File: config.mk
export PLATFORM = sky130hd
export DESIGN_NAME = ppg_ema_chain_with_wear_debounce
export DESIGN_NICKNAME = d
export VERILOG_FILES = /design/src/ppgema_pkg.sv /design/src/ppg_ema_chain_with_wear_debounce.sv
export SDC_FILE = /design/constraint.sdc
export NUM_CORES = 2
export LEC_CHECK = 0
export BUFFER_PORTS_ARGS = -buffer_cell sky130_fd_sc_hd__buf_2
export CAP_MARGIN = 25
export CORE_MARGIN = 5
export CORE_UTILIZATION = 55
export CTS_BUF_LIST = sky130_fd_sc_hd__clkbuf_4 sky130_fd_sc_hd__clkbuf_8
export DETAILED_ROUTE_END_ITERATION = 8
export PLACE_DENSITY = 0.81
export SLEW_MARGIN = 10
export SYNTH_ARGS = -nofsm -noshare
export SYNTH_HDL_FRONTEND = slang
export SYNTH_SLANG_ARGS = --single-unit
File: constraint.sdc
create_clock -name clock -period 27.7 [get_ports clock]
set_input_delay 4.155 -clock clock [delete_from_list [all_inputs] [get_ports clock]]
set_output_delay 4.155 -clock clock [all_outputs]
set_load 0.05 [all_outputs]
File: src/ppgema_pkg.sv
`timescale 1ns / 1ps

package ppgema_pkg;

   localparam int SAMPLE_W = 12;
   localparam int COEFF_W  = 17;
   localparam int LEVEL_W  = 12;
   localparam int PULSE_W  = 13;
   localparam int COUNT_W  = 14;
   localparam int ACC_W    = 28;  // Q12.16 unsigned
   localparam int PACC_W   = 29;  // Q13.16 signed
   localparam int DIFF_W   = 30;
   localparam int PROD_W   = 48;
   localparam int RND_W    = 31;
   localparam int SUM_W    = 32;
   localparam int STEP_W   = 3;
   localparam int ADDR_W   = 3;
   localparam int FRAC_W   = 16;

   localparam logic [COEFF_W-1:0] ONE_Q16 = 17'd65536;
   localparam logic [PROD_W-1:0]  HALF_Q16 = 48'd32768;

   localparam logic [COEFF_W-1:0] SMOOTH_COEFF_RST   = 17'd18725;
   localparam logic [COEFF_W-1:0] BASELINE_COEFF_RST = 17'd542;
   localparam logic [COEFF_W-1:0] PULSE_COEFF_RST    = 17'd21845;
   localparam logic [LEVEL_W-1:0] WEAR_LEVEL_RST     = 12'd0;
   localparam logic [COUNT_W-1:0] DEBOUNCE_RST       = 14'd25;

   localparam logic [STEP_W-1:0] STEP_IDLE = 3'd0;

   typedef enum logic [ADDR_W-1:0] {
      REG_SMOOTH_COEFF   = 3'd0,
      REG_BASELINE_COEFF = 3'd1,
      REG_PULSE_COEFF    = 3'd2,
      REG_WEAR_LEVEL     = 3'd3,
      REG_DEBOUNCE       = 3'd4
   } reg_addr_type;

   // which ema stage the datapath works on
   typedef enum logic [1:0] {
      SEL_SMOOTH   = 2'd0,
      SEL_BASELINE = 2'd1,
      SEL_PULSE    = 2'd2
   } sel_type;

   typedef struct packed {
      logic    hold_req;  // stay until a request is taken
      logic    hold_rsp;  // stay while the output register is full
      logic    mul_en;    // register coeff * (target - acc)
      logic    acc_en;    // acc += rounded product
      logic    out_en;    // round, debounce, load output register
      logic    last;      // jump back to idle
      sel_type sel;
   } ucode_type;

   function automatic ucode_type ucode_rom(input logic [STEP_W-1:0] step);
      ucode_type uc;
      uc = '{hold_req: 1'b0, hold_rsp: 1'b0, mul_en: 1'b0, acc_en: 1'b0,
             out_en: 1'b0, last: 1'b0, sel: SEL_SMOOTH};
      case (step)
         3'd0: uc.hold_req = 1'b1;
         3'd1: begin uc.mul_en = 1'b1; uc.sel = SEL_SMOOTH;   end
         3'd2: begin uc.acc_en = 1'b1; uc.sel = SEL_SMOOTH;   end
         3'd3: begin uc.mul_en = 1'b1; uc.sel = SEL_BASELINE; end
         3'd4: begin uc.acc_en = 1'b1; uc.sel = SEL_BASELINE; end
         3'd5: begin uc.mul_en = 1'b1; uc.sel = SEL_PULSE;    end
         3'd6: begin uc.acc_en = 1'b1; uc.sel = SEL_PULSE;    end
         3'd7: begin
            uc.out_en   = 1'b1;
            uc.hold_rsp = 1'b1;
            uc.last     = 1'b1;
         end
         default: uc.hold_req = 1'b1;
      endcase
      return uc;
   endfunction

endpackage

File: src/ppg_ema_chain_with_wear_debounce.sv
`timescale 1ns / 1ps

// an 8-step microprogram runs all three ema updates through one shared 30x18
// multiplier; a new request is taken only once the previous one has left the
// last step, and the last step also waits while the output register holds a
// result that rsp_tready has not taken
// reset: synchronous, active high; clears filter state, counters and wear flag,
// loads default coefficients, wear level and debounce count
module ppg_ema_chain_with_wear_debounce (
   input  logic        clock,
   input  logic        reset,
   input  logic        req_tvalid,
   output logic        req_tready,
   input  logic [15:0] req_tdata,   // [11:0] sample
   output logic        rsp_tvalid,
   input  logic        rsp_tready,
   output logic [31:0] rsp_tdata,   // [11:0] level, [24:12] pulse
   output logic        rsp_tuser,   // [0] worn
   input  logic        csr_we,
   input  logic [2:0]  csr_addr,
   input  logic [16:0] csr_wdata
);

   logic [ppgema_pkg::COEFF_W-1:0] smooth_coeff_ff, baseline_coeff_ff, pulse_coeff_ff;
   logic [ppgema_pkg::LEVEL_W-1:0] wear_level_ff;
   logic [ppgema_pkg::COUNT_W-1:0] debounce_ff;

   logic [ppgema_pkg::STEP_W-1:0]   step_ff, step_in;
   ppgema_pkg::ucode_type           uc;
   logic                            seeded_ff;
   logic [ppgema_pkg::SAMPLE_W-1:0] x_ff;
   logic [ppgema_pkg::ACC_W-1:0]    smooth_ff, base_ff;
   logic signed [ppgema_pkg::PACC_W-1:0] pulse_ff;
   logic signed [ppgema_pkg::PROD_W-1:0] prod_ff, prod_in;
   logic [ppgema_pkg::COUNT_W-1:0]  above_ff, below_ff, above_in, below_in;
   logic                            worn_ff, worn_in;
   logic                            rsp_valid_ff;
   logic [ppgema_pkg::LEVEL_W-1:0]  level_ff;
   logic [ppgema_pkg::PULSE_W-1:0]  pulse_out_ff, pulse_sat;

   logic                            req_fire, out_busy, out_fire;
   logic signed [ppgema_pkg::DIFF_W-1:0] acc_op, tgt_op, diff;
   logic [ppgema_pkg::COEFF_W-1:0]  coeff_raw, coeff;
   logic [ppgema_pkg::PROD_W-1:0]   prod_mag;
   logic [ppgema_pkg::RND_W-1:0]    rnd_mag;
   logic signed [ppgema_pkg::SUM_W-1:0] rnd_s, acc_sum;
   logic [ppgema_pkg::LEVEL_W:0]    lvl_r;
   logic [ppgema_pkg::PACC_W-1:0]   pmag;
   logic [ppgema_pkg::COUNT_W-1:0]  prnd;
   logic signed [ppgema_pkg::COUNT_W-1:0] ps;
   logic                            high;

   assign uc         = ppgema_pkg::ucode_rom(step_ff);
   assign req_tready = uc.hold_req;
   assign req_fire   = req_tvalid && uc.hold_req;
   assign out_busy   = rsp_valid_ff && !rsp_tready;
   assign out_fire   = uc.out_en && !out_busy;

   // sequencer
   always_comb begin
      if (uc.hold_req && !req_fire) begin
         step_in = step_ff;
      end else if (uc.hold_rsp && out_busy) begin
         step_in = step_ff;
      end else if (uc.last) begin
         step_in = ppgema_pkg::STEP_IDLE;
      end else begin
         step_in = step_ff + 1'b1;
      end
   end

   // operand selection
   always_comb begin
      case (uc.sel)
         ppgema_pkg::SEL_SMOOTH: begin
            acc_op    = $signed({2'b00, smooth_ff});
            tgt_op    = $signed({2'b00, x_ff, 16'h0000});
            coeff_raw = smooth_coeff_ff;
         end
         ppgema_pkg::SEL_BASELINE: begin
            acc_op    = $signed({2'b00, base_ff});
            tgt_op    = $signed({2'b00, smooth_ff});
            coeff_raw = baseline_coeff_ff;
         end
         ppgema_pkg::SEL_PULSE: begin
            acc_op    = {pulse_ff[ppgema_pkg::PACC_W-1], pulse_ff};
            tgt_op    = $signed({2'b00, smooth_ff}) - $signed({2'b00, base_ff});
            coeff_raw = pulse_coeff_ff;
         end
         default: begin
            acc_op    = '0;
            tgt_op    = '0;
            coeff_raw = '0;
         end
      endcase
      coeff   = (coeff_raw > ppgema_pkg::ONE_Q16) ? ppgema_pkg::ONE_Q16 : coeff_raw;
      diff    = tgt_op - acc_op;
      prod_in = diff * $signed({1'b0, coeff});
   end

   // round half away from zero, then accumulate
   always_comb begin
      prod_mag = prod_ff[ppgema_pkg::PROD_W-1] ? ppgema_pkg::PROD_W'(-prod_ff)
                                                : ppgema_pkg::PROD_W'(prod_ff);
      rnd_mag  = ppgema_pkg::RND_W'((prod_mag + ppgema_pkg::HALF_Q16) >> ppgema_pkg::FRAC_W);
      rnd_s    = prod_ff[ppgema_pkg::PROD_W-1] ? -$signed({1'b0, rnd_mag})
                                                :  $signed({1'b0, rnd_mag});
      acc_sum  = $signed({{2{acc_op[ppgema_pkg::DIFF_W-1]}}, acc_op}) + rnd_s;
   end

   // output rounding, saturation and wear debounce
   always_comb begin
      lvl_r = 13'(({1'b0, smooth_ff} + 29'd32768) >> 16);
      pmag  = pulse_ff[ppgema_pkg::PACC_W-1] ? ppgema_pkg::PACC_W'(-pulse_ff)
                                             : ppgema_pkg::PACC_W'(pulse_ff);
      prnd  = ppgema_pkg::COUNT_W'(({1'b0, pmag} + 30'd32768) >> 16);
      ps    = pulse_ff[ppgema_pkg::PACC_W-1] ? -$signed(prnd) : $signed(prnd);
      if (ps > 14'sd4095) begin
         pulse_sat = 13'h0FFF;
      end else if (ps < -14'sd4096) begin
         pulse_sat = 13'h1000;
      end else begin
         pulse_sat = ps[ppgema_pkg::PULSE_W-1:0];
      end

      high     = lvl_r > {1'b0, wear_level_ff};
      above_in = above_ff;
      below_in = below_ff;
      worn_in  = worn_ff;
      if (high) begin
         below_in = '0;
         if (above_ff < debounce_ff) begin
            above_in = above_ff + 1'b1;
         end
         if (above_in >= debounce_ff) begin
            worn_in = 1'b1;
         end
      end else begin
         above_in = '0;
         if (below_ff < debounce_ff) begin
            below_in = below_ff + 1'b1;
         end
         if (below_in >= debounce_ff) begin
            worn_in = 1'b0;
         end
      end
   end

   always_ff @(posedge clock) begin
      if (reset) begin
         smooth_coeff_ff   <= ppgema_pkg::SMOOTH_COEFF_RST;
         baseline_coeff_ff <= ppgema_pkg::BASELINE_COEFF_RST;
         pulse_coeff_ff    <= ppgema_pkg::PULSE_COEFF_RST;
         wear_level_ff     <= ppgema_pkg::WEAR_LEVEL_RST;
         debounce_ff       <= ppgema_pkg::DEBOUNCE_RST;
      end else if (csr_we) begin
         case (csr_addr)
            ppgema_pkg::REG_SMOOTH_COEFF:   smooth_coeff_ff   <= csr_wdata;
            ppgema_pkg::REG_BASELINE_COEFF: baseline_coeff_ff <= csr_wdata;
            ppgema_pkg::REG_PULSE_COEFF:    pulse_coeff_ff    <= csr_wdata;
            ppgema_pkg::REG_WEAR_LEVEL:
               wear_level_ff <= csr_wdata[ppgema_pkg::LEVEL_W-1:0];
            ppgema_pkg::REG_DEBOUNCE:
               debounce_ff <= csr_wdata[ppgema_pkg::COUNT_W-1:0];
            default: ;
         endcase
      end
   end

   always_ff @(posedge clock) begin
      if (reset) begin
         step_ff      <= ppgema_pkg::STEP_IDLE;
         seeded_ff    <= 1'b0;
         smooth_ff    <= '0;
         base_ff      <= '0;
         pulse_ff     <= '0;
         above_ff     <= '0;
         below_ff     <= '0;
         worn_ff      <= 1'b0;
         rsp_valid_ff <= 1'b0;
      end else begin
         step_ff <= step_in;
         if (req_fire && !seeded_ff) begin
            // first sample seeds both averages
            seeded_ff <= 1'b1;
            smooth_ff <= {req_tdata[ppgema_pkg::SAMPLE_W-1:0], 16'h0000};
            base_ff   <= {req_tdata[ppgema_pkg::SAMPLE_W-1:0], 16'h0000};
            pulse_ff  <= '0;
         end
         if (uc.acc_en) begin
            case (uc.sel)
               ppgema_pkg::SEL_SMOOTH:   smooth_ff <= acc_sum[ppgema_pkg::ACC_W-1:0];
               ppgema_pkg::SEL_BASELINE: base_ff   <= acc_sum[ppgema_pkg::ACC_W-1:0];
               ppgema_pkg::SEL_PULSE:    pulse_ff  <= acc_sum[ppgema_pkg::PACC_W-1:0];
               default: ;
            endcase
         end
         if (out_fire) begin
            above_ff     <= above_in;
            below_ff     <= below_in;
            worn_ff      <= worn_in;
            rsp_valid_ff <= 1'b1;
         end else if (rsp_tready) begin
            rsp_valid_ff <= 1'b0;
         end
      end
   end

   always_ff @(posedge clock) begin
      if (req_fire) begin
         x_ff <= req_tdata[ppgema_pkg::SAMPLE_W-1:0];
      end
      if (uc.mul_en) begin
         prod_ff <= prod_in;
      end
      if (out_fire) begin
         level_ff     <= lvl_r[ppgema_pkg::LEVEL_W] ? 12'hFFF
                                                    : lvl_r[ppgema_pkg::LEVEL_W-1:0];
         pulse_out_ff <= pulse_sat;
      end
   end

   assign rsp_tvalid = rsp_valid_ff;
   assign rsp_tdata  = {7'b0, pulse_out_ff, level_ff};
   assign rsp_tuser  = worn_ff;

`ifndef SYNTHESIS
   a_req_starts_program: assert property (@(posedge clock) disable iff (reset)
      req_fire |=> (step_ff == 3'd1))
      else $error("accepted request did not start the microprogram");

   a_out_loads_valid: assert property (@(posedge clock) disable iff (reset)
      out_fire |=> rsp_valid_ff)
      else $error("finished item did not reach the output register");

   a_one_run_counter: assert property (@(posedge clock) disable iff (reset)
      !(above_ff != '0 && below_ff != '0))
      else $error("above and below run counters both nonzero");

   a_worn_debounced: assert property (@(posedge clock) disable iff (reset)
      (worn_ff != $past(worn_ff)) |->
         (worn_ff ? (above_ff >= debounce_ff) : (below_ff >= debounce_ff)))
      else $error("wear flag changed without a full debounce run");

   a_seed_once: assert property (@(posedge clock) disable iff (reset)
      seeded_ff |=> seeded_ff)
      else $error("seeded flag dropped");
`endif

endmodule

## After elaboration in Yosys (flattened, before gate mapping)

Index checks and enable logic that the tools add are counted.

| cells by class | value |
|---|---|
| add/subtract/negate cells | 13 |
| multipliers | 1 |
| magnitude comparators | 8 |
| eq/ne operators | 14 |
| multiplexer cells | 36 |
| bitwise gates (word level) | 2 |
| reduce and logical (&&, ||, !) cells | 26 |

Operators by type and width:

| cell | number |
|---|---|
| $pmux W30 S3 | 2 |
| $mux W28 | 6 |
| $mux W29 | 5 |
| $mux W14 | 7 |
| $neg A29 Y29 | 2 |
| $pmux W17 S3 | 1 |
| $mul A30 B18 Y48 | 1 |
| $add A45 B16 Y45 const B | 1 |
| $mux W45 | 1 |
| $neg A45 Y45 | 1 |
| $add A29 B16 Y30 const B | 1 |
| $sub A30 B30 Y30 | 1 |
| $add A28 B16 Y29 const B | 1 |
| $add A29 B29 Y29 | 1 |
| $sub A28 B28 Y29 | 1 |
| $add A14 B1 Y14 const B | 2 |
| $ge A14 B14 Y1 | 2 |
| $lt A14 B14 Y1 | 2 |
| $gt A17 B17 Y1 const B | 1 |
| $mux W17 | 1 |
| $eq A3 B3 Y1 const B | 5 |
| $gt A14 B13 Y1 const B | 1 |
| $lt A14 B13 Y1 const B | 1 |
| $neg A14 Y14 | 1 |
| 22 further kinds | 52 |

| storage, ports and cells | value |
|---|---|
| register bits after elaboration | 281 |
| input port bits | 41 |
| output and inout bits | 35 |
| logic and storage cells | 118 |

## Longest topological paths before layout

| depth | value |
|---|---|
| depth after elaboration | 8 |
| mapped depth | 52 |
| mapped depth without buffers | 50 |

## Worst setup path before layout

Ideal clock, no wire load.

| timing | value |
|---|---|
| path kind | flip-flop to flip-flop |
| start | register step_ff[0] in the netlist's numbering |
| end | register prod_ff[43] in the netlist's numbering (data pin) |
| setup time | 265 ps |
| arrival time | 11542 ps |
| required time | 27435 ps |
| setup slack | 15894 ps |
| cell stages (with the launch flop) | 53 |
| path buffers | 6 |
| clock period less this slack | 11806 ps |
| path through | dfxtp_1 -> inv_1 -> ha_1 -> clkbuf_1 -> o21ai_1 -> and2_1 -> clkbuf_1 -> clkbuf_1 -> clkbuf_1 -> clkbuf_1 -> nand2_1 -> o21ai_0 -> ha_1 -> inv_1 -> fa_1 -> a21o_1 -> a21oi_1 -> o21bai_1 -> (+17 left out) -> fa_1 -> inv_1 -> fa_1 -> inv_1 -> ha_1 -> a21o_1 -> a21o_1 -> a21oi_1 -> nor2b_1 -> o21a_1 -> o21ai_0 -> nand2_1 -> a41oi_1 -> or3_1 -> a31oi_1 -> o21ai_0 -> o211ai_1 -> xor2_1 |

| on the way | value |
|---|---|
| cells in the longest elaborated chain, start to end | 8 |
| elaborated cells on any way between the ends | 17 |
| classes of those cells | add/sub: 1; mul: 1; order compare: 1; eq/ne: 6; mux: 5; reduce/logical: 3 |

RTL lines:

| what | line | text |
|---|---|---|
| start: declaration | ppg_ema_chain_with_wear_debounce.sv:28 | `logic [ppgema_pkg::STEP_W-1:0] step_ff, step_in;` |
| start signal: assignment | ppg_ema_chain_with_wear_debounce.sv:172 | `step_ff <= ppgema_pkg::STEP_IDLE;` |
| start signal: assignment | ppg_ema_chain_with_wear_debounce.sv:182 | `step_ff <= step_in;` |
| $eq A3 B3 Y1 / $eq A3 B2 Y1 (equally long branches) | ppgema_pkg.sv:60 | `case (step)` |
| $reduce_or A2 Y1 (no line) | -- |  |
| $pmux W2 S2 * | ppgema_pkg.sv:60 |  |
| parallel branches: the longest is 4 deep, another holds $sub A30 B30 Y30 | -- |  |
| $mul A30 B18 Y48 * | ppg_ema_chain_with_wear_debounce.sv:98 | `prod_in = diff * $signed({1'b0, coeff});` |
| net prod_in (one bit) | ppg_ema_chain_with_wear_debounce.sv:34 | `logic signed [ppgema_pkg::PROD_W-1:0] prod_ff, prod_in;` |
| end signal: assignment | ppg_ema_chain_with_wear_debounce.sv:214 | `prod_ff <= prod_in;` |
| end: declaration | ppg_ema_chain_with_wear_debounce.sv:34 |  |

Mark *: on every way through the listed nets, which the timed path passes.
A chain may end at the register's enable or synchronous reset.

## Worst setup path after layout

| timing | value |
|---|---|
| start | register step_ff[0] in the netlist's numbering |
| end | register prod_ff[44] in the netlist's numbering (data pin) |

Same word-level chain as after synthesis.

==> metrics.txt <==
run status completed; first-pass GRT wire length 179600 µm; # hold bufs at CTS 0; pin count of the biggest net entering global routing 81; number of antenna violations at the first check in global routing 2; Final HPWL DP 85770 µm; total count of hold-check failures in the final report 0; number of placed cells counting well taps 5750; RSZ-0062 raised after global routing no; final hold slack 454.7 ps; launching element type of the critical path flop; routed length per instance 19.04 µm; layout cell share with drive strength beyond 1 6.456%; share of the synthesized area in the top cell type 24.53%; Sink Count 279; # IOs 76; number of pins with negative max-slew slack in the final report 0; FMAX 78.51 MHz; total wire length 111400 µm; maximum clock skew at final layout 51.50 ps; die extent in y 279.1 µm; most utilized layer in the global route result met2; grt met2 use 45.55%; Die Width 279.1 µm; share of synthesized area occupied by flip-flops and latches 16.11%; biggest area consumer among synthesized cells fa_1; library cell with the highest instance count after synthesis inv_1; final-report setup violation count 0; Syn Std Cell Area 39830 µm²; number of filler cells placed in the layout 6211; worst min path class flop to flop; number of port buffers 64; crit path max fanout 33; met1 Use GR 37.26%; required arrival time at the worst endpoint 28110 ps; clock latency on the worst-skew pair 670 ps; CTS root buffer clkbuf_8; Synth-to-Final Area Change 5.646%; setup TNS after final layout 0 ps; DRT Pass-1 Iters 7; number of maximum-capacitance constraint violations 0; normalized max-slew margin 17.34%; total overflow reported by the global router 0; number of design-rule violations left by the first detailed-router iteration 3482; flop and latch count out of synthesis 279; Post CTS Setup Buffer Count 0; via count of the first global-routing pass 34311; kind of critical path flop to flop; top post-synthesis cells by area fa_1, dfxtp_1, ha_1; arrival time reported for the critical path endpoint 13150 ps; Tightest Pin Transition 1240 ps; Inserted Clock Buffers 53; DRC violation count after routing 0; Non-Filler Instances 5850; fraction of registers with async set or reset after synthesis 0%; Min Clock Period, post-route 12740 ps; Final nets 5664; Max H-tree Level 2; Post-synth EDFFs 83; crit path capture type flop; initial core utilization 55.62%; Final Cycle Share 45.98%; delay of the slowest cell on the worst path 730 ps; number of resized instances in the post-cts repair step 0; placeable core area 71610 µm²; GR Util All Layers 28.19%; antenna viol nets, final 0; top flip-flop cell by instance count after synthesis dfxtp_1; clock tree from TritonCTS built; cell row count 98; Mapped Cells 4915; vias per cell 5.950; standard cell with the maximum stage delay on the critical path o21ai_4; final cell utilization of the core 58.76%; count of cell types in the netlist 116; commonest cells in the netlist inv_1, nand2_1, fa_1; Total Die Area 77890 µm²; syn avg cell area 8.103 µm²; Bufs on Longest Clock Path 3; Clk pin slew, worst setup/hold paths 60 ps; total number of vias 34809; warning count from the yosys run 0; GP Congestion 0.9595; GR Util met3 6.054%
cell families (layout without fill, tap and decap cells):
group                    Yosys count  count (layout)  synth area share [%]
AO/OA/AOI/OAI                    871             871                 14.57
XOR/XNOR                         266             266                 5.903
adder cells (fa/ha/maj)          769             769                 33.34
buffers and inverters            997             971                 9.516
flip-flops                       279             279                 16.11
multiplexers                      52              52                 1.329
other                              1              12              0.009416
AND/OR/NAND/NOR                 1680            1680                 19.22
critical path, delay by kind of cell, from the launching register on:
family          cells  cell delay (ps)
fa+ha+maj           9             4060
xor+xnor            2              360
compound gates     22             6010
buf+inv             7              980
flops               1              380
simple gates        4              670
layout by cell type, fill, tap and decap left out, types with 83 or more instances in the layout:
cell,netlist,layout
a21oi_1,268,267
dfxtp_1,196,196
edfxtp_1,83,83
fa_1,488,488
ha_1,279,279
inv_1,742,742
nand2_1,648,648
nand3_1,139,138
nor2_1,473,473
o21ai_0,147,147
xnor2_1,180,180
xor2_1,84,83
path summary, 6_finish.rpt:
kind | startpoint | endpoint | slack (ps) | depth (start not counted)
min | smooth_coeff_ff[7] | smooth_coeff_ff[7] | 450 | 2
min reg2reg | smooth_coeff_ff[7] | smooth_coeff_ff[7] | 450 | 2
max reg2reg | step_ff[0] | prod_ff[44] | 14960 | 44
max | step_ff[0] | prod_ff[44] | 14960 | 44
sequential cells by signal, indices dropped and copies added (netlist names), 3 cells and up:
name / count
prod_ff: 46
pulse_ff: 29
base_ff: 28
smooth_ff: 28
baseline_coeff_ff: 17
pulse_coeff_ff: 17
smooth_coeff_ff: 17
above_ff: 14
below_ff: 14
debounce_ff: 14
pulse_out_ff: 13
level_ff: 12
wear_level_ff: 12
x_ff: 12
step_ff: 3
stage by stage:
stage | worst slack [ps] | area, µm²
after floorplan | 15890 | 39850
after global placement | 15280 | 40930
after detailed placement | 15200 | 40940
after CTS | 15140 | 42050
after global routing | 14380 | 42080
final | 14960 | 42080
layout make-up:
class	count	area (µm²)	share of cell area [%]
Multi-Input combinational cell	3645	29700	70.59
Timing Repair Buffer	135	863.3	2.052
Inverter	742	2785	6.619
Clock inverter	4	40.04	0.09516
Antenna cell	5	12.51	0.02974
Clock buffer	90	1070	2.543
Tap cell	950	1189	2.825
Sequential cell	279	6416	15.25
routing by layer:
| metal | part of all wire, % | routed length, µm |
|---|---|---|
| met3 | 10 | 11500 |
| met2 | 45 | 50610 |
| met1 | 40 | 44090 |
| met4 | 4.6 | 5162 |
| met5 | 0 | 0 |
Power is not shown: default switching activity piles up to over one toggle a cycle in this logic, so the estimate is an artifact.
